$ cat src/hw/rtl/ssjq_pkg.sv
`default_nettype none

package ssjq_pkg;

    // Field widths
    localparam int ID_W   = 16;
    localparam int SIZE_W = 24;
    localparam int OP_W   = 2;
    localparam int ST_W   = 2;
    localparam int OCC_W  = 5;

    // Default number of queue entries
    localparam int DEPTH_DEF = 16;

    // Operation codes
    localparam logic [OP_W-1:0] OP_ENQ  = 2'd0;
    localparam logic [OP_W-1:0] OP_DEQ  = 2'd1;
    localparam logic [OP_W-1:0] OP_KILL = 2'd2;

    // Status codes
    localparam logic [ST_W-1:0] ST_OK   = 2'd0;
    localparam logic [ST_W-1:0] ST_NONE = 2'd1;
    localparam logic [ST_W-1:0] ST_FULL = 2'd2;

    // One queue entry
    typedef struct packed {
        logic [ID_W-1:0]   id;
        logic [SIZE_W-1:0] size;
    } t_entry;

    // One finished result
    typedef struct packed {
        logic [ST_W-1:0]  status;
        t_entry           job;
        logic [OCC_W-1:0] occ;
    } t_result;

    // Memory write request
    typedef struct packed {
        logic   we;
        t_entry data;
    } t_wr_req;

    // Compare unit modes
    typedef enum logic [1:0] {
        CMP_LT,
        CMP_LE,
        CMP_EQ
    } t_cmp_mode;

    // Sequencer states
    typedef enum logic [2:0] {
        S_IDLE,
        S_ENQ,
        S_ENQ_LAST,
        S_SCAN,
        S_DONE
    } t_state;

endpackage

`default_nettype wire

$ cat src/hw/rtl/ssjq_mem.sv
`default_nettype none

module ssjq_mem
    import ssjq_pkg::*;
#(
    parameter int DEPTH = DEPTH_DEF,
    localparam int IW = $clog2(DEPTH)
) (
    input  wire logic          i_clk,
    input  wire t_wr_req       i_wr,
    input  wire logic [IW-1:0] i_waddr,
    input  wire logic [IW-1:0] i_raddr,
    output t_entry             o_rdata
);

    t_entry r_mem [DEPTH];

    // Write one entry per cycle
    always_ff @(posedge i_clk) begin
        if (i_wr.we) begin
            r_mem[i_waddr] <= i_wr.data;
        end
    end

    // Registered read
    always_ff @(posedge i_clk) begin
        o_rdata <= r_mem[i_raddr];
    end

endmodule

`default_nettype wire

$ cat src/hw/rtl/ssjq_cmp.sv
`default_nettype none

module ssjq_cmp
    import ssjq_pkg::*;
(
    input  wire t_cmp_mode         i_mode,
    input  wire t_entry            i_entry,
    input  wire logic [SIZE_W-1:0] i_key_size,
    input  wire logic [ID_W-1:0]   i_key_id,
    output logic                   o_hit
);

    // Shared compare: insertion point, fit test or id match
    always_comb begin
        unique case (i_mode)
            CMP_LT:  o_hit = i_entry.size < i_key_size;
            CMP_LE:  o_hit = i_entry.size <= i_key_size;
            CMP_EQ:  o_hit = i_entry.id == i_key_id;
            default: o_hit = 1'b0;
        endcase
    end

endmodule

`default_nettype wire

$ cat src/hw/rtl/ssjq_seq.sv
`default_nettype none

module ssjq_seq
    import ssjq_pkg::*;
#(
    parameter int DEPTH = DEPTH_DEF,
    localparam int IW = $clog2(DEPTH),
    localparam int CW = $clog2(DEPTH + 1)
) (
    input  wire logic              i_clk,
    input  wire logic              i_rst_n,
    input  wire logic              i_in_valid,
    output logic                   o_in_ready,
    input  wire logic [OP_W-1:0]   i_op,
    input  wire logic [ID_W-1:0]   i_job_id,
    input  wire logic [SIZE_W-1:0] i_job_size,
    input  wire logic [SIZE_W-1:0] i_size_limit,
    output t_wr_req                o_wr,
    output logic [IW-1:0]          o_waddr,
    output logic [IW-1:0]          o_raddr,
    input  wire t_entry            i_rdata,
    output t_cmp_mode              o_cmp_mode,
    output logic [SIZE_W-1:0]      o_cmp_key_size,
    output logic [ID_W-1:0]        o_cmp_key_id,
    input  wire logic              i_cmp_hit,
    output logic                   o_res_valid,
    output t_result                o_res,
    input  wire logic              i_res_ready
);

    t_state            r_state, n_state;
    logic [CW-1:0]     r_count, n_count;
    logic [IW-1:0]     r_ptr, n_ptr;
    logic              r_found, n_found;
    logic [OP_W-1:0]   r_op, n_op;
    logic [SIZE_W-1:0] r_key_size, n_key_size;
    logic [ID_W-1:0]   r_key_id, n_key_id;
    t_entry            r_hit, n_hit;
    logic [ST_W-1:0]   r_status, n_status;

    logic          w_acc;
    logic          w_full;
    logic          w_empty;
    logic          w_last;
    logic [CW-1:0] w_cnt_m1;
    logic [31:0]   w_cnt_ext;
    t_entry        w_key;

    assign w_acc     = i_in_valid && o_in_ready;
    assign w_full    = r_count == CW'(DEPTH);
    assign w_empty   = r_count == '0;
    assign w_cnt_m1  = r_count - CW'(1);
    assign w_last    = CW'(r_ptr) == w_cnt_m1;
    assign w_cnt_ext = 32'(r_count);
    assign w_key     = '{id: r_key_id, size: r_key_size};

    // Next state
    always_comb begin
        n_state = r_state;
        unique case (r_state)
            S_IDLE: begin
                if (w_acc) begin
                    unique case (i_op) inside
                        OP_ENQ: begin
                            if (w_full || w_empty) begin
                                n_state = S_DONE;
                            end else begin
                                n_state = S_ENQ;
                            end
                        end
                        OP_DEQ, OP_KILL: begin
                            n_state = w_empty ? S_DONE : S_SCAN;
                        end
                        default: n_state = S_DONE;
                    endcase
                end
            end
            S_ENQ: begin
                if (!i_cmp_hit) begin
                    n_state = S_DONE;
                end else if (r_ptr == '0) begin
                    n_state = S_ENQ_LAST;
                end
            end
            S_ENQ_LAST: n_state = S_DONE;
            S_SCAN: begin
                if (w_last) begin
                    n_state = S_DONE;
                end
            end
            S_DONE: begin
                if (i_res_ready) begin
                    n_state = S_IDLE;
                end
            end
            default: n_state = S_IDLE;
        endcase
    end

    // Datapath register updates
    always_comb begin
        n_count    = r_count;
        n_ptr      = r_ptr;
        n_found    = r_found;
        n_op       = r_op;
        n_key_size = r_key_size;
        n_key_id   = r_key_id;
        n_hit      = r_hit;
        n_status   = r_status;
        unique case (r_state)
            S_IDLE: begin
                if (w_acc) begin
                    n_op       = i_op;
                    n_key_id   = i_job_id;
                    n_key_size = (i_op == OP_ENQ) ? i_job_size : i_size_limit;
                    n_found    = 1'b0;
                    n_hit      = '0;
                    n_status   = ST_NONE;
                    n_ptr      = '0;
                    if (i_op == OP_ENQ) begin
                        if (w_full) begin
                            n_status = ST_FULL;
                        end else if (w_empty) begin
                            n_count  = r_count + CW'(1);
                            n_status = ST_OK;
                        end else begin
                            n_ptr = w_cnt_m1[IW-1:0];
                        end
                    end
                end
            end
            S_ENQ: begin
                if (i_cmp_hit) begin
                    n_ptr = r_ptr - IW'(1);
                end else begin
                    n_count  = r_count + CW'(1);
                    n_status = ST_OK;
                end
            end
            S_ENQ_LAST: begin
                n_count  = r_count + CW'(1);
                n_status = ST_OK;
            end
            S_SCAN: begin
                if (!r_found && i_cmp_hit) begin
                    n_found = 1'b1;
                    n_hit   = i_rdata;
                end
                n_ptr = r_ptr + IW'(1);
                if (w_last && (r_found || i_cmp_hit)) begin
                    n_count  = r_count - CW'(1);
                    n_status = ST_OK;
                end
            end
            default: ;
        endcase
    end

    // Memory, compare and result controls
    always_comb begin
        o_in_ready     = r_state == S_IDLE;
        o_wr           = '0;
        o_waddr        = '0;
        o_raddr        = '0;
        o_cmp_mode     = CMP_LT;
        o_cmp_key_size = r_key_size;
        o_cmp_key_id   = r_key_id;
        o_res_valid    = r_state == S_DONE;
        o_res          = '{status: r_status, job: r_hit, occ: w_cnt_ext[OCC_W-1:0]};
        unique case (r_state)
            S_IDLE: begin
                // prefetch the tail for insertion, the head for a scan
                o_raddr = (i_op == OP_ENQ) ? w_cnt_m1[IW-1:0] : '0;
                if (w_acc && i_op == OP_ENQ && !w_full && w_empty) begin
                    o_wr.we   = 1'b1;
                    o_wr.data = '{id: i_job_id, size: i_job_size};
                end
            end
            S_ENQ: begin
                o_raddr  = r_ptr - IW'(1);
                o_waddr  = r_ptr + IW'(1);
                o_wr.we  = 1'b1;
                // move a smaller entry back, else drop the new job in behind it
                o_wr.data = i_cmp_hit ? i_rdata : w_key;
            end
            S_ENQ_LAST: begin
                o_wr.we   = 1'b1;
                o_wr.data = w_key;
            end
            S_SCAN: begin
                o_raddr    = r_ptr + IW'(1);
                o_cmp_mode = (r_op == OP_DEQ) ? CMP_LE : CMP_EQ;
                // close the gap behind the removed entry
                if (r_found) begin
                    o_wr.we   = 1'b1;
                    o_wr.data = i_rdata;
                    o_waddr   = r_ptr - IW'(1);
                end
            end
            S_DONE: ;
            default: ;
        endcase
    end

    // State and count
    always_ff @(posedge i_clk) begin
        if (!i_rst_n) begin
            r_state <= S_IDLE;
            r_count <= '0;
            r_found <= 1'b0;
        end else begin
            r_state <= n_state;
            r_count <= n_count;
            r_found <= n_found;
        end
    end

    // Working registers
    always_ff @(posedge i_clk) begin
        r_ptr      <= n_ptr;
        r_op       <= n_op;
        r_key_size <= n_key_size;
        r_key_id   <= n_key_id;
        r_hit      <= n_hit;
        r_status   <= n_status;
    end

endmodule

`default_nettype wire

$ cat src/hw/rtl/size_sorted_job_queue_top.sv
// Job queue sorted by size, largest first; equal sizes keep arrival order.
// Input channel (i_in_valid / o_in_ready) carries one operation item:
// enqueue (id, size), dequeue the largest job not above i_size_limit, or
// kill the first job with a given id. Each item yields exactly one result
// item on the output channel (o_out_valid / i_out_ready) with a status,
// the removed job (zero unless one was removed) and the occupancy after it.
// Timing: one item walks the held entries through a memory with separate
// read and write ports and one shared compare unit, one entry per cycle.
// Full, empty and unknown operations finish without a walk. The input is
// not ready while an item is being worked on.
// The result sits in an output register; the next item is accepted while it
// waits, but that item does not finish until the register has been taken.
// A stalled receiver holds the result steady and blocks further completions.
// Reset (synchronous, active low) empties the queue; no clearing pass is
// needed and the block is ready in the first cycle after reset.
`default_nettype none

module size_sorted_job_queue_top
    import ssjq_pkg::*;
#(
    parameter int DEPTH = DEPTH_DEF
) (
    input  wire logic              i_clk,
    input  wire logic              i_rst_n,
    input  wire logic              i_in_valid,
    output logic                   o_in_ready,
    input  wire logic [OP_W-1:0]   i_op,
    input  wire logic [ID_W-1:0]   i_job_id,
    input  wire logic [SIZE_W-1:0] i_job_size,
    input  wire logic [SIZE_W-1:0] i_size_limit,
    output logic                   o_out_valid,
    input  wire logic              i_out_ready,
    output logic [ST_W-1:0]        o_status,
    output logic [ID_W-1:0]        o_out_job_id,
    output logic [SIZE_W-1:0]      o_out_job_size,
    output logic [OCC_W-1:0]       o_occupancy
);

    localparam int IW = $clog2(DEPTH);

    t_wr_req       w_wr;
    logic [IW-1:0] w_waddr;
    logic [IW-1:0] w_raddr;
    t_entry        w_rdata;
    t_cmp_mode     w_cmp_mode;
    logic [SIZE_W-1:0] w_key_size;
    logic [ID_W-1:0]   w_key_id;
    logic          w_hit;
    logic          w_res_valid;
    t_result       w_res;
    logic          w_slot_free;

    logic    r_out_valid;
    t_result r_out;

    ssjq_mem #(.DEPTH(DEPTH)) u_mem (
        .i_clk   (i_clk),
        .i_wr    (w_wr),
        .i_waddr (w_waddr),
        .i_raddr (w_raddr),
        .o_rdata (w_rdata)
    );

    ssjq_cmp u_cmp (
        .i_mode     (w_cmp_mode),
        .i_entry    (w_rdata),
        .i_key_size (w_key_size),
        .i_key_id   (w_key_id),
        .o_hit      (w_hit)
    );

    ssjq_seq #(.DEPTH(DEPTH)) u_seq (
        .i_clk          (i_clk),
        .i_rst_n        (i_rst_n),
        .i_in_valid     (i_in_valid),
        .o_in_ready     (o_in_ready),
        .i_op           (i_op),
        .i_job_id       (i_job_id),
        .i_job_size     (i_job_size),
        .i_size_limit   (i_size_limit),
        .o_wr           (w_wr),
        .o_waddr        (w_waddr),
        .o_raddr        (w_raddr),
        .i_rdata        (w_rdata),
        .o_cmp_mode     (w_cmp_mode),
        .o_cmp_key_size (w_key_size),
        .o_cmp_key_id   (w_key_id),
        .i_cmp_hit      (w_hit),
        .o_res_valid    (w_res_valid),
        .o_res          (w_res),
        .i_res_ready    (w_slot_free)
    );

    // Output register: load a finished result when the slot is free
    assign w_slot_free = !r_out_valid || i_out_ready;

    always_ff @(posedge i_clk) begin
        if (!i_rst_n) begin
            r_out_valid <= 1'b0;
        end else if (w_slot_free) begin
            r_out_valid <= w_res_valid;
        end
    end

    always_ff @(posedge i_clk) begin
        if (w_slot_free && w_res_valid) begin
            r_out <= w_res;
        end
    end

    assign o_out_valid    = r_out_valid;
    assign o_status       = r_out.status;
    assign o_out_job_id   = r_out.job.id;
    assign o_out_job_size = r_out.job.size;
    assign o_occupancy    = r_out.occ;

`ifndef SYNTHESIS
    localparam logic [31:0] DEPTH_U = 32'(DEPTH);

    a_busy_after_accept: assert property (@(posedge i_clk) disable iff (!i_rst_n)
        (i_in_valid && o_in_ready) |=> !o_in_ready)
        else $error("input ready while an item is in progress");

    a_full_occupancy: assert property (@(posedge i_clk) disable iff (!i_rst_n)
        (o_out_valid && o_status == ST_FULL) |-> (o_occupancy == DEPTH_U[OCC_W-1:0]))
        else $error("full status with wrong occupancy");

    a_zero_on_miss: assert property (@(posedge i_clk) disable iff (!i_rst_n)
        (o_out_valid && o_status != ST_OK) |->
            (o_out_job_id == '0 && o_out_job_size == '0))
        else $error("job returned without ok status");

    a_status_code: assert property (@(posedge i_clk) disable iff (!i_rst_n)
        o_out_valid |-> (o_status == ST_OK || o_status == ST_NONE || o_status == ST_FULL))
        else $error("unknown status code");
`endif

endmodule

`default_nettype wire

$ cat config.mk
export PLATFORM = sky130hd
export DESIGN_NAME = size_sorted_job_queue_top
export DESIGN_NICKNAME = d
export VERILOG_FILES = /design/src/hw/rtl/ssjq_pkg.sv /design/src/hw/rtl/ssjq_mem.sv /design/src/hw/rtl/ssjq_cmp.sv /design/src/hw/rtl/ssjq_seq.sv /design/src/hw/rtl/size_sorted_job_queue_top.sv
export SDC_FILE = /design/constraint.sdc
export NUM_CORES = 1
export LEC_CHECK = 0
export CORE_MARGIN = 3
export CORE_UTILIZATION = 60
export CTS_CLUSTER_DIAMETER = 30
export DETAILED_ROUTE_END_ITERATION = 8
export DONT_BUFFER_PORTS = 1
export HOLD_SLACK_MARGIN = 0.08
export PLACE_DENSITY_LB_ADDON = 0.15
export SETUP_SLACK_MARGIN = 0.3
export SLEW_MARGIN = 15
export SYNTH_ARGS = -nofsm -noshare
export SYNTH_HDL_FRONTEND = slang
export SYNTH_HIERARCHICAL = 1
export SYNTH_SLANG_ARGS = --single-unit
$ cat constraint.sdc
create_clock -name i_clk -period 10.2 [get_ports i_clk]
set_clock_uncertainty 0.05 [all_clocks]
set_input_delay 2.04 -clock i_clk [delete_from_list [all_inputs] [get_ports i_clk]]
set_output_delay 2.04 -clock i_clk [all_outputs]
set_load 0.01 [all_outputs]
## Word-level counts from Yosys, hierarchy flattened

Memory sizes are Yosys's and may differ from the RTL's. A register that Yosys moved wholly into a read port is not among the register bits.
Cells that the tools add are included.

- Eq/ne operators: 23
- Mux-type cells: 49
- Add/subtract/negate cells: 4
- Reductions and logical operators: 28
- $lt $le $gt $ge: 2

Operators by type and width:

| kind | number |
|---|---|
| case mux 41 bit (4 select lines) | 1 |
| 2-to-1 mux 40 bit | 3 |
| 2-to-1 mux 41 bit | 2 |
| case mux 40 bit (2 select lines) | 1 |
| 2-to-1 mux 5 bit | 6 |
| 2-to-1 mux 4 bit | 7 |
| <= comparator 24 bit | 1 |
| < comparator 24 bit | 1 |
| 2-to-1 mux 24 bit | 1 |
| case mux 4 bit (3 select lines) | 2 |
| 2-to-1 mux 3 bit | 7 |
| case mux 5 bit (4 select lines) | 1 |
| equality test 16 bit | 1 |
| case mux 3 bit (5 select lines) | 1 |
| 2-to-1 mux 2 bit | 7 |
| != test 2 x 1 -> 1 bit, second input constant | 5 |
| != test 2 bit, second input constant | 5 |
| case mux 2 bit (4 select lines) | 1 |
| case mux 4 bit (2 select lines) | 1 |
| AND reduction 4 bit | 2 |
| logical AND 1 bit | 7 |
| AND reduction 7 bit | 1 |
| equality test 2 x 1 -> 1 bit, second input constant | 3 |
| equality test 3 x 2 -> 1 bit, second input constant | 2 |
| other kinds (26) | 37 |

- Input bits: 70
- Output and inout bits: 49
- Memories: 1
- Word-level logic and storage cells: 122
- Memory bits (writable): 640
- Flip-flop bits (word level): 145

Memories:

| name | words | width | read ports | clocked after memory_dff | wr ports | line | RTL |
|---|---|---|---|---|---|---|---|
| u_mem.r_mem | 16 | 40 | 1 | 1 | 1 | ssjq_mem.sv:16 | `t_entry r_mem [DEPTH];` |

## Logic depth before layout (Yosys ltp)

Gate-level depths: netlist (run 1).

- Depth after elaboration: 9
- Depth in mapped cells: 15
- Depth with buffers taken out: 12

## Cells and area by module

Netlist (run 1), hierarchy kept.

By module, submodules not included:

| module | area an instance (µm²) | sequential area each (µm²) | instances | cells each |
|---|---|---|---|---|
| ssjq_mem | 25131.6 | 20019.2 | 1 | 1040 |
| ssjq_seq | 5037.3 | 2822.7 | 1 | 433 |
| size_sorted_job_queue_top | 1468.9 | 1431.4 | 1 | 52 |
| ssjq_cmp | 794.5 | 0.0 | 1 | 108 |

## Least setup slack after synthesis (run 1)

Ideal clock, no wire load.

- Path kind: input port to flip-flop
- From: input port i_op[0]
- To: memory u_mem/r_mem[0][0] in the netlist's numbering, enable pin
- Path slack: 3.294 ns
- Arrival time: 6.369 ns
- Data required time: 9.663 ns
- Path buffers: 1
- Cell stages on the path: 8
- Library setup time: 0.487 ns
- Cells stage by stage: inv_1 > ha_1 > nand2b_1 > nor3_1 > clkbuf_1 > a21o_1 > or3b_2 > nor3_1

RTL lines:

| item | line | RTL |
|---|---|---|
| from (decl) | size_sorted_job_queue_top.sv:27 | `input wire logic [OP_W-1:0] i_op,` |
| to (decl) | ssjq_mem.sv:16 |  |

## Worst setup path in the final report (run 1)

- From: input port i_op[0]
- To: register, netlist name u_mem/o_rdata[24]

- Word-level cells in the longest chain between the ends: 3

Ends and longest elaborated chain:

| item | line | RTL |
|---|---|---|
| zero test 2 bit | ssjq_seq.sv:173 | `o_raddr = (i_op == OP_ENQ) ? w_cnt_m1[IW-1:0] : '0;` |
| 2-to-1 mux 4 bit | ssjq_seq.sv:173 |  |
| case mux 4 bit (3 select lines) | ssjq_seq.sv:170 | `unique case (r_state)` |
| net w_raddr[0] | size_sorted_job_queue_top.sv:43 | `logic [IW-1:0] w_raddr;` |

The timed path passes the listed nets, and every way through them passes these cells.
A chain may end at the register's enable or synchronous reset.

==> reports/metrics.csv, run 1 <==
metric,value,unit
status,finished clean,
yosys.area.top_type_share,0.718,
yosysWarnings,6,
path_buf_inv,2,
fin_cells,2535,
syn_avg_cell_area,19.9,sq um
cp_data_required_time,10.73,ns
start_util,0.612,
relSlewSlack,0.240,
synthMuxAreaShare,0.128,
cp-start-kind,primary input,
setup_viol,0,
synth_compound_area_frac,0.0448,
globalplace.congestion,0.862,
post-route-period-util,0.536,
crit_path_end_kind,register,
period_minus_slack,5.47,ns
synth_area,32400,sq um
die-area,56900,sq um
synth_simple_gate_area_frac,0.0344,
grt_pass1_wl,115,mm
synth_area_leaders,"edfxtp_1 (72%), mux4_2 (6.9%), mux4_1 (4.9%)",
max-vdd-ir-drop,213,uV
clock_path_buffers,3,
slowest_delay,0.87,ns
crit_slowest_cell,ha_2,
mostFrequentLayoutCells,"edfxtp_1 (775), clkbuf_16 (149), mux4_2 (100)",
tritoncts,built,
cts.sinks,825,
insertion_delay,0.71,ns
grt_use_total,0.284,
gr-total-overflow,0,
synth_adder_area_share,0.0116,
ys.flop_type,edfxtp_1,
layout-drive-gt1-share,0.230,
post_cts_resized,0,
cts_hold_repair.buffers,0,
dp.final_hpwl,40.1,mm
p_leak,0.0131,uW
tightest_slew,1.14,ns
cp_top_family,simple AND/OR/NAND/NOR gates,
fp.dieW,238,um
final_common_cell,edfxtp_1,
ys_seq_elements,825,
async_flop_share,0,
path_clk_slew,0.05,ns
rows,84,
synth_xor_area_frac,0.00775,
wire_per_inst,30.9,um
fillers,3061,
syn_nets,1733,
synth-seq-area-share,0.748,
antenna_found_initial,3,
crit_chain,inv_1 -> ha_2 -> nor4b_1 -> a21oi_1 -> nor2_4 -> buf_4 -> mux4_2 -> a22oi_1 -> nand2_1,
maxSlewViolCount,0,
whs,0.360,ns
worst_r2r_path_depth,12,
port-buffer-count,0,
rsz0062_at_grt,no,
final_nets,1825,
utilization,0.720,
r2r-end,u_mem/r_mem[8][15]$_DFFE_PP_,
place_area,33200,sq um
synth_edf_count,775,
io_pins,119,
syn_inst,1633,
synth_top_family_by_area,multiplexers,
maxCapViolCount,0,
drtIter0Drc,2250,
postRouteAntennaNets,0,
first_global_vias,17400,
dp.cells,2269,
worstPathArrival,6.00,ns
rr_startpoint,u_seq/r_state[1]$_SDFFE_PN0P_,
h-tree-depth,4,
p_per_area,252,nW/um^2
hold_end,o_out_job_size[5]$_DFFE_PP_,
min-delay-start,u_seq/o_res[10]$_SDFFCE_PN0P_,
final.setup.tns,0,ns
whs_path_depth,0,
cts_root_buffer,clkbuf_16,
core_region_area,53000,sq um
min_path_type,register to register,
regToRegSetupSlack,5.00,ns
vias_per_cell,6.67,
totalWireLength,78.3,mm
ys_types,68,
drc,0,
area_growth_syn_to_layout,17.5,%
crit_type,primary input to register,
fmax,183,MHz
grt_max_degree,93,
final_hold_viol_count,0,
design_area,38100,sq um
synth_area_leader_cell,edfxtp_1,
cp_max_fo,50,
post-cts-setup-buffers,0,
fp.dieH,238,um
num_vias,16900,
dr.pass1.iters,8,
cts_buffers,142,
## through the flow
stage | setup WS (ns) | power (uW)
floorplan | 3.29 | 4630
global placement | 4.17 | 4870
detailed placement | 4.05 | 4890
CTS | 4.71 | 9670
global route | 4.50 | 9930
finish | 4.73 | 9620
## logic make-up after synthesis
logic type / after synthesis
AOI/OAI and AO/OA: 188
buffers and inverters: 159
muxes: 189
adders and majority gates: 30
and+or+nand+nor: 215
xor gates and xnor gates: 27
DFF: 825
## where the power goes
group / total (uW) / switching [uW] / internal (uW)
clock: 4770 / 1570 / 3200
sequential: 4040 / 134 / 3910
combinational: 804 / 489 / 316
## routing by layer
metal	GRT usage	wire (um)
met4	0.0953	1940
met3	0.0888	8260
met1	0.380	29700
met2	0.454	38400
met5	0	0
## flip-flops by register name, indices dropped and copies added (netlist names), 3 cells and up
name,count
o_occupancy,5
u_seq/o_cmp_key_size,24
u_seq/r_ptr,4
u_seq/r_count,5
u_mem/r_mem,640
u_seq/o_cmp_key_id,16
o_out_job_id,16
u_seq/o_res,40
o_out_job_size,24
u_mem/o_rdata,40
u_seq/r_state,3
## final cells by class
cell class / instances / area (sq um) / share of cell area
Clock buffer: 189 / 4000 / 0.105
Sequential cell: 825 / 24300 / 0.637
Timing Repair Buffer: 34 / 268 / 0.00703
Clock inverter: 71 / 888 / 0.0233
Inverter: 73 / 274 / 0.00719
Tap cell: 688 / 861 / 0.0226
Antenna cell: 6 / 15.0 / 0.000394
Multi-Input combinational cell: 649 / 7530 / 0.198
## worst register-to-register path, cell delays in order (launching register included)
cell and delay, ns:
dfxtp_1 0.77, and3b_2 0.31, buf_4 0.57, and3_1 0.41
and4_1 0.22, nand4_1 0.18, o21ai_0 0.18, o2bb2ai_1 0.30
nand2b_1 0.25, a21oi_4 0.48, buf_4 0.54, a222oi_1 0.25
inv_1 0.43
## synthesized netlist by cell type (all sizes together), types with 2 or more instances
cell      n
a222oi   39
mux2i     4
a211oi    2
buf      30
o21ai    13
ha       30
a21boi    6
xnor2    10
nand2    68
xor2     16
a21oi    19
a31oi     2
and2     44
nand3    11
or3b      4
a22oi    80
or3       3
o211ai    4
nand2b    6
nand3b    3
o32ai     2
or4       4
a32o      2
edfxtp  775
mux2     25
o31ai     5
nand4     5
nor4      6
nor3     10
nor2     34
nor2b     7
mux4    160
nor4b     2
clkbuf   56
inv      73
dfxtp    50
a21o      4
## how the worst max path moves through the flow
stage,to,slack [ns],cells after the start,startpoint
6_report,u_mem/o_rdata[24]$_DFF_P_,4.73,9,i_op[0]
5_1_grt,u_mem/o_rdata[24]$_DFF_P_,4.50,9,i_op[0]
4_1_cts,u_mem/o_rdata[24]$_DFF_P_,4.71,9,i_op[0]
3_5_place_dp,u_mem/o_rdata[18]$_DFF_P_,4.05,9,i_op[0]
3_3_place_gp,u_mem/o_rdata[18]$_DFF_P_,4.17,9,i_op[0]
2_1_floorplan,u_mem/r_mem[0][0]$_DFFE_PP_,3.29,8,i_op[0]
Power figures use the tool's default switching activity.
==> inputs of run 2 (changes only) <==
--- a/config.mk
+++ b/config.mk
@@ -6,7 +6,7 @@
 export NUM_CORES = 1
 export LEC_CHECK = 0
 export CORE_MARGIN = 3
-export CORE_UTILIZATION = 60
+export CORE_UTILIZATION = 57
 export CTS_CLUSTER_DIAMETER = 30
 export DETAILED_ROUTE_END_ITERATION = 8
 export DONT_BUFFER_PORTS = 1
==> constraint.sdc (replaced) <==
create_clock -name i_clk -period 4.6 [get_ports i_clk]
set_clock_uncertainty 0.05 [all_clocks]
set_input_delay 0.92 -clock i_clk [delete_from_list [all_inputs] [get_ports i_clk]]
set_output_delay 0.92 -clock i_clk [all_outputs]
set_load 0.01 [all_outputs]
==> reports/metrics.csv, run 2 (synthesized netlist as in run 1, its figures left out) <==
metric,value,unit,change
critPathLaunch,u_seq/o_cmp_key_size[15]$_DFFE_PP_,,
dr.pass1.iters,6,,-2
regToRegSetupSlack,0.43,ns,-4.57 ns
final_nets,1853,,+1.5%
cp_num_cells,13,,+4
drtIter0Drc,2341,,+4.0%
crit_slowest_cell,nor4_2,,
fp.dieW,245,um,+2.5%
h-tree-depth,4,,unchanged
grt_use_total,0.277,,-0.00719
status,finished clean,,
clock_path_buffers,3,,unchanged
tritoncts,built,,
fmax,240,MHz,
min_path_type,primary input to register,,
rsz0062_at_grt,no,,
relSlewSlack,0.346,,+0.106
final_common_cell,edfxtp_1,,
drc,0,,unchanged
grt_pass1_wl,117,mm,+2.1%
port-buffer-count,0,,unchanged
cp_data_required_time,4.99,ns,-5.74 ns
maxCapViolCount,0,,unchanged
vias_per_cell,6.47,,-3.1%
utilization,0.692,,-0.0275
cts.sinks,825,,unchanged
fp.dieH,245,um,+2.5%
antenna_found_initial,0,,-3
layout-drive-gt1-share,0.250,,+0.0201
p_per_area,553,nW/um^2,+120%
cp_top_family,simple AND/OR/NAND/NOR gates,,
totalWireLength,80.9,mm,+3.3%
top_register,u_mem/r_mem,,
tightest_slew,0.977,ns,-0.163 ns
endpoint,u_mem/r_mem[0][0]$_DFFE_PP_,,
p_leak,0.0133,uW,+1.2%
path_clk_slew,0.06,ns,about the same
worst_r2r_path_depth,13,,+1
cts_root_buffer,clkbuf_16,,
die-area,59800,sq um,+5.1%
post-route-period-util,0.906,,
core_region_area,55700,sq um,+5.2%
cp_max_fo,26,,-48%
crit_type,register to register,,
cp-start-kind,register,,
rows,86,,+2.4%
grt_max_degree,79,,-15%
period_minus_slack,4.17,ns,
insertion_delay,0.71,ns,about the same
start_util,0.582,,-0.0304
worstPathArrival,4.56,ns,-1.44 ns
postRouteAntennaNets,0,,unchanged
crit_chain,inv_1 -> ha_1 -> nand4_1 -> nor4_2 -> a21boi_0 -> o31a_1 -> o2bb2ai_2 -> nor2_1 -> mux2i_1 -> nor2_4 -> buf_12 -> a222oi_1 -> inv_1,,
gr-total-overflow,0,,unchanged
mostFrequentLayoutCells,"edfxtp_1 (775), clkbuf_16 (149), mux4_2 (100)",,
cts_buffers,140,,-1.4%
wire_per_inst,30.9,um,about the same
first_global_vias,17200,,-0.97%
max-vdd-ir-drop,437,uV,+100%
slowest_delay,0.45,ns,-0.42 ns
largest_reg_flops,640,,unchanged
area_growth_syn_to_layout,18.9,%,
num_antenna_cells,0,,-6
dp.final_hpwl,44.0,mm,+9.9%
final_hold_viol_count,0,,unchanged
setup_viol,0,,unchanged
whs,0.248,ns,-0.111 ns
r2r-end,u_mem/r_mem[0][0]$_DFFE_PP_,,
crit_path_end_kind,register,,
maxSlewViolCount,0,,unchanged
path_buf_inv,3,,+1
fin_cells,2617,,+3.2%
globalplace.congestion,0.844,,-2.0%
cts_hold_repair.buffers,0,,unchanged
dp.cells,2358,,+3.9%
io_pins,119,,unchanged
critPathMostFrequentCell,inv_1,,
num_vias,16900,,+0.083%
rr_startpoint,u_seq/o_cmp_key_size[15]$_DFFE_PP_,,
## run 2: cell types whose count changed in the layout (fill, tap and decap cells not counted), sizes merged
cell,before,now
buf,34,64
bufinv,18,16
clkbuf,189,162
clkinv,30,47
clkinvlp,11,15
diode,6,0
inv,85,91
## run 2: worst min path at each step
stage | startpoint | to | depth (start not counted)
global placement | u_seq/o_res[15]$_SDFFCE_PN0P_ | o_out_job_size[10]$_DFFE_PP_ | 0
detailed placement | u_seq/o_res[23]$_SDFFCE_PN0P_ | o_out_job_size[18]$_DFFE_PP_ | 0
floorplan | u_seq/o_res[29]$_SDFFCE_PN0P_ | o_out_job_id[0]$_DFFE_PP_ | 0
finish | i_op[1] | u_seq/r_op[1]$_DFFE_PP_ | 0
CTS | i_job_id[5] | u_seq/o_cmp_key_id[5]$_DFFE_PP_ | 0
global route | i_op[1] | u_seq/r_op[1]$_DFFE_PP_ | 0
## run 2: worst reg2reg max path, cell delays in order (launching register included)
cell	delay [ns]
edfxtp_1	0.34
inv_1	0.06
ha_1	0.38
nand4_1	0.37
nor4_2	0.46
a21boi_0	0.35
o31a_1	0.20
o2bb2ai_2	0.11
nor2_1	0.13
mux2i_1	0.12
nor2_4	0.45
buf_12	0.31
a222oi_1	0.17
inv_1	0.39
## run 2: where the power goes
part	total, uW	switching, uW	leakage [uW]	internal [uW]
combinational	1870	1130	0.00332	739
sequential	8940	279	0.00759	8660
clock	10500	3630	0.00235	6870
total	21300	5040	0.0133	16300
## run 2: area by class of cell
class / instances / area (sq um)
clock buffers: 162 / 3800
clock inverters: 96 / 1070
fillers: 3456 / 17200
inverters: 73 / 274
multi-input cells: 649 / 7570
flip-flops and latches: 825 / 24300
well taps: 748 / 936
repair buffers: 64 / 643
## run 2: what timing repair did
item | CTS | global route
buffers inserted | 0 | 1
resized for setup | 0 | 6
endpoints found under the setup margin | 0 | 398
## run 2: metrics by stage
step	setup WS [ns]	power [uW]	setup TNS (ns)	cell area, sq um
after floorplan	-0.119	10300	-14.25	32500
after global placement	0.542	10900	0	33700
after detailed placement	0.473	10900	0	33700
after CTS	0.397	21400	0	38500
after global routing	0.312	22000	0	38600
final	0.431	21300	0	38600
## run 2: layer usage
metal	part of all wire	GRT usage
met5	0	0
met4	0.023	0.0896
met3	0.11	0.0728
met2	0.47	0.422
met1	0.40	0.398
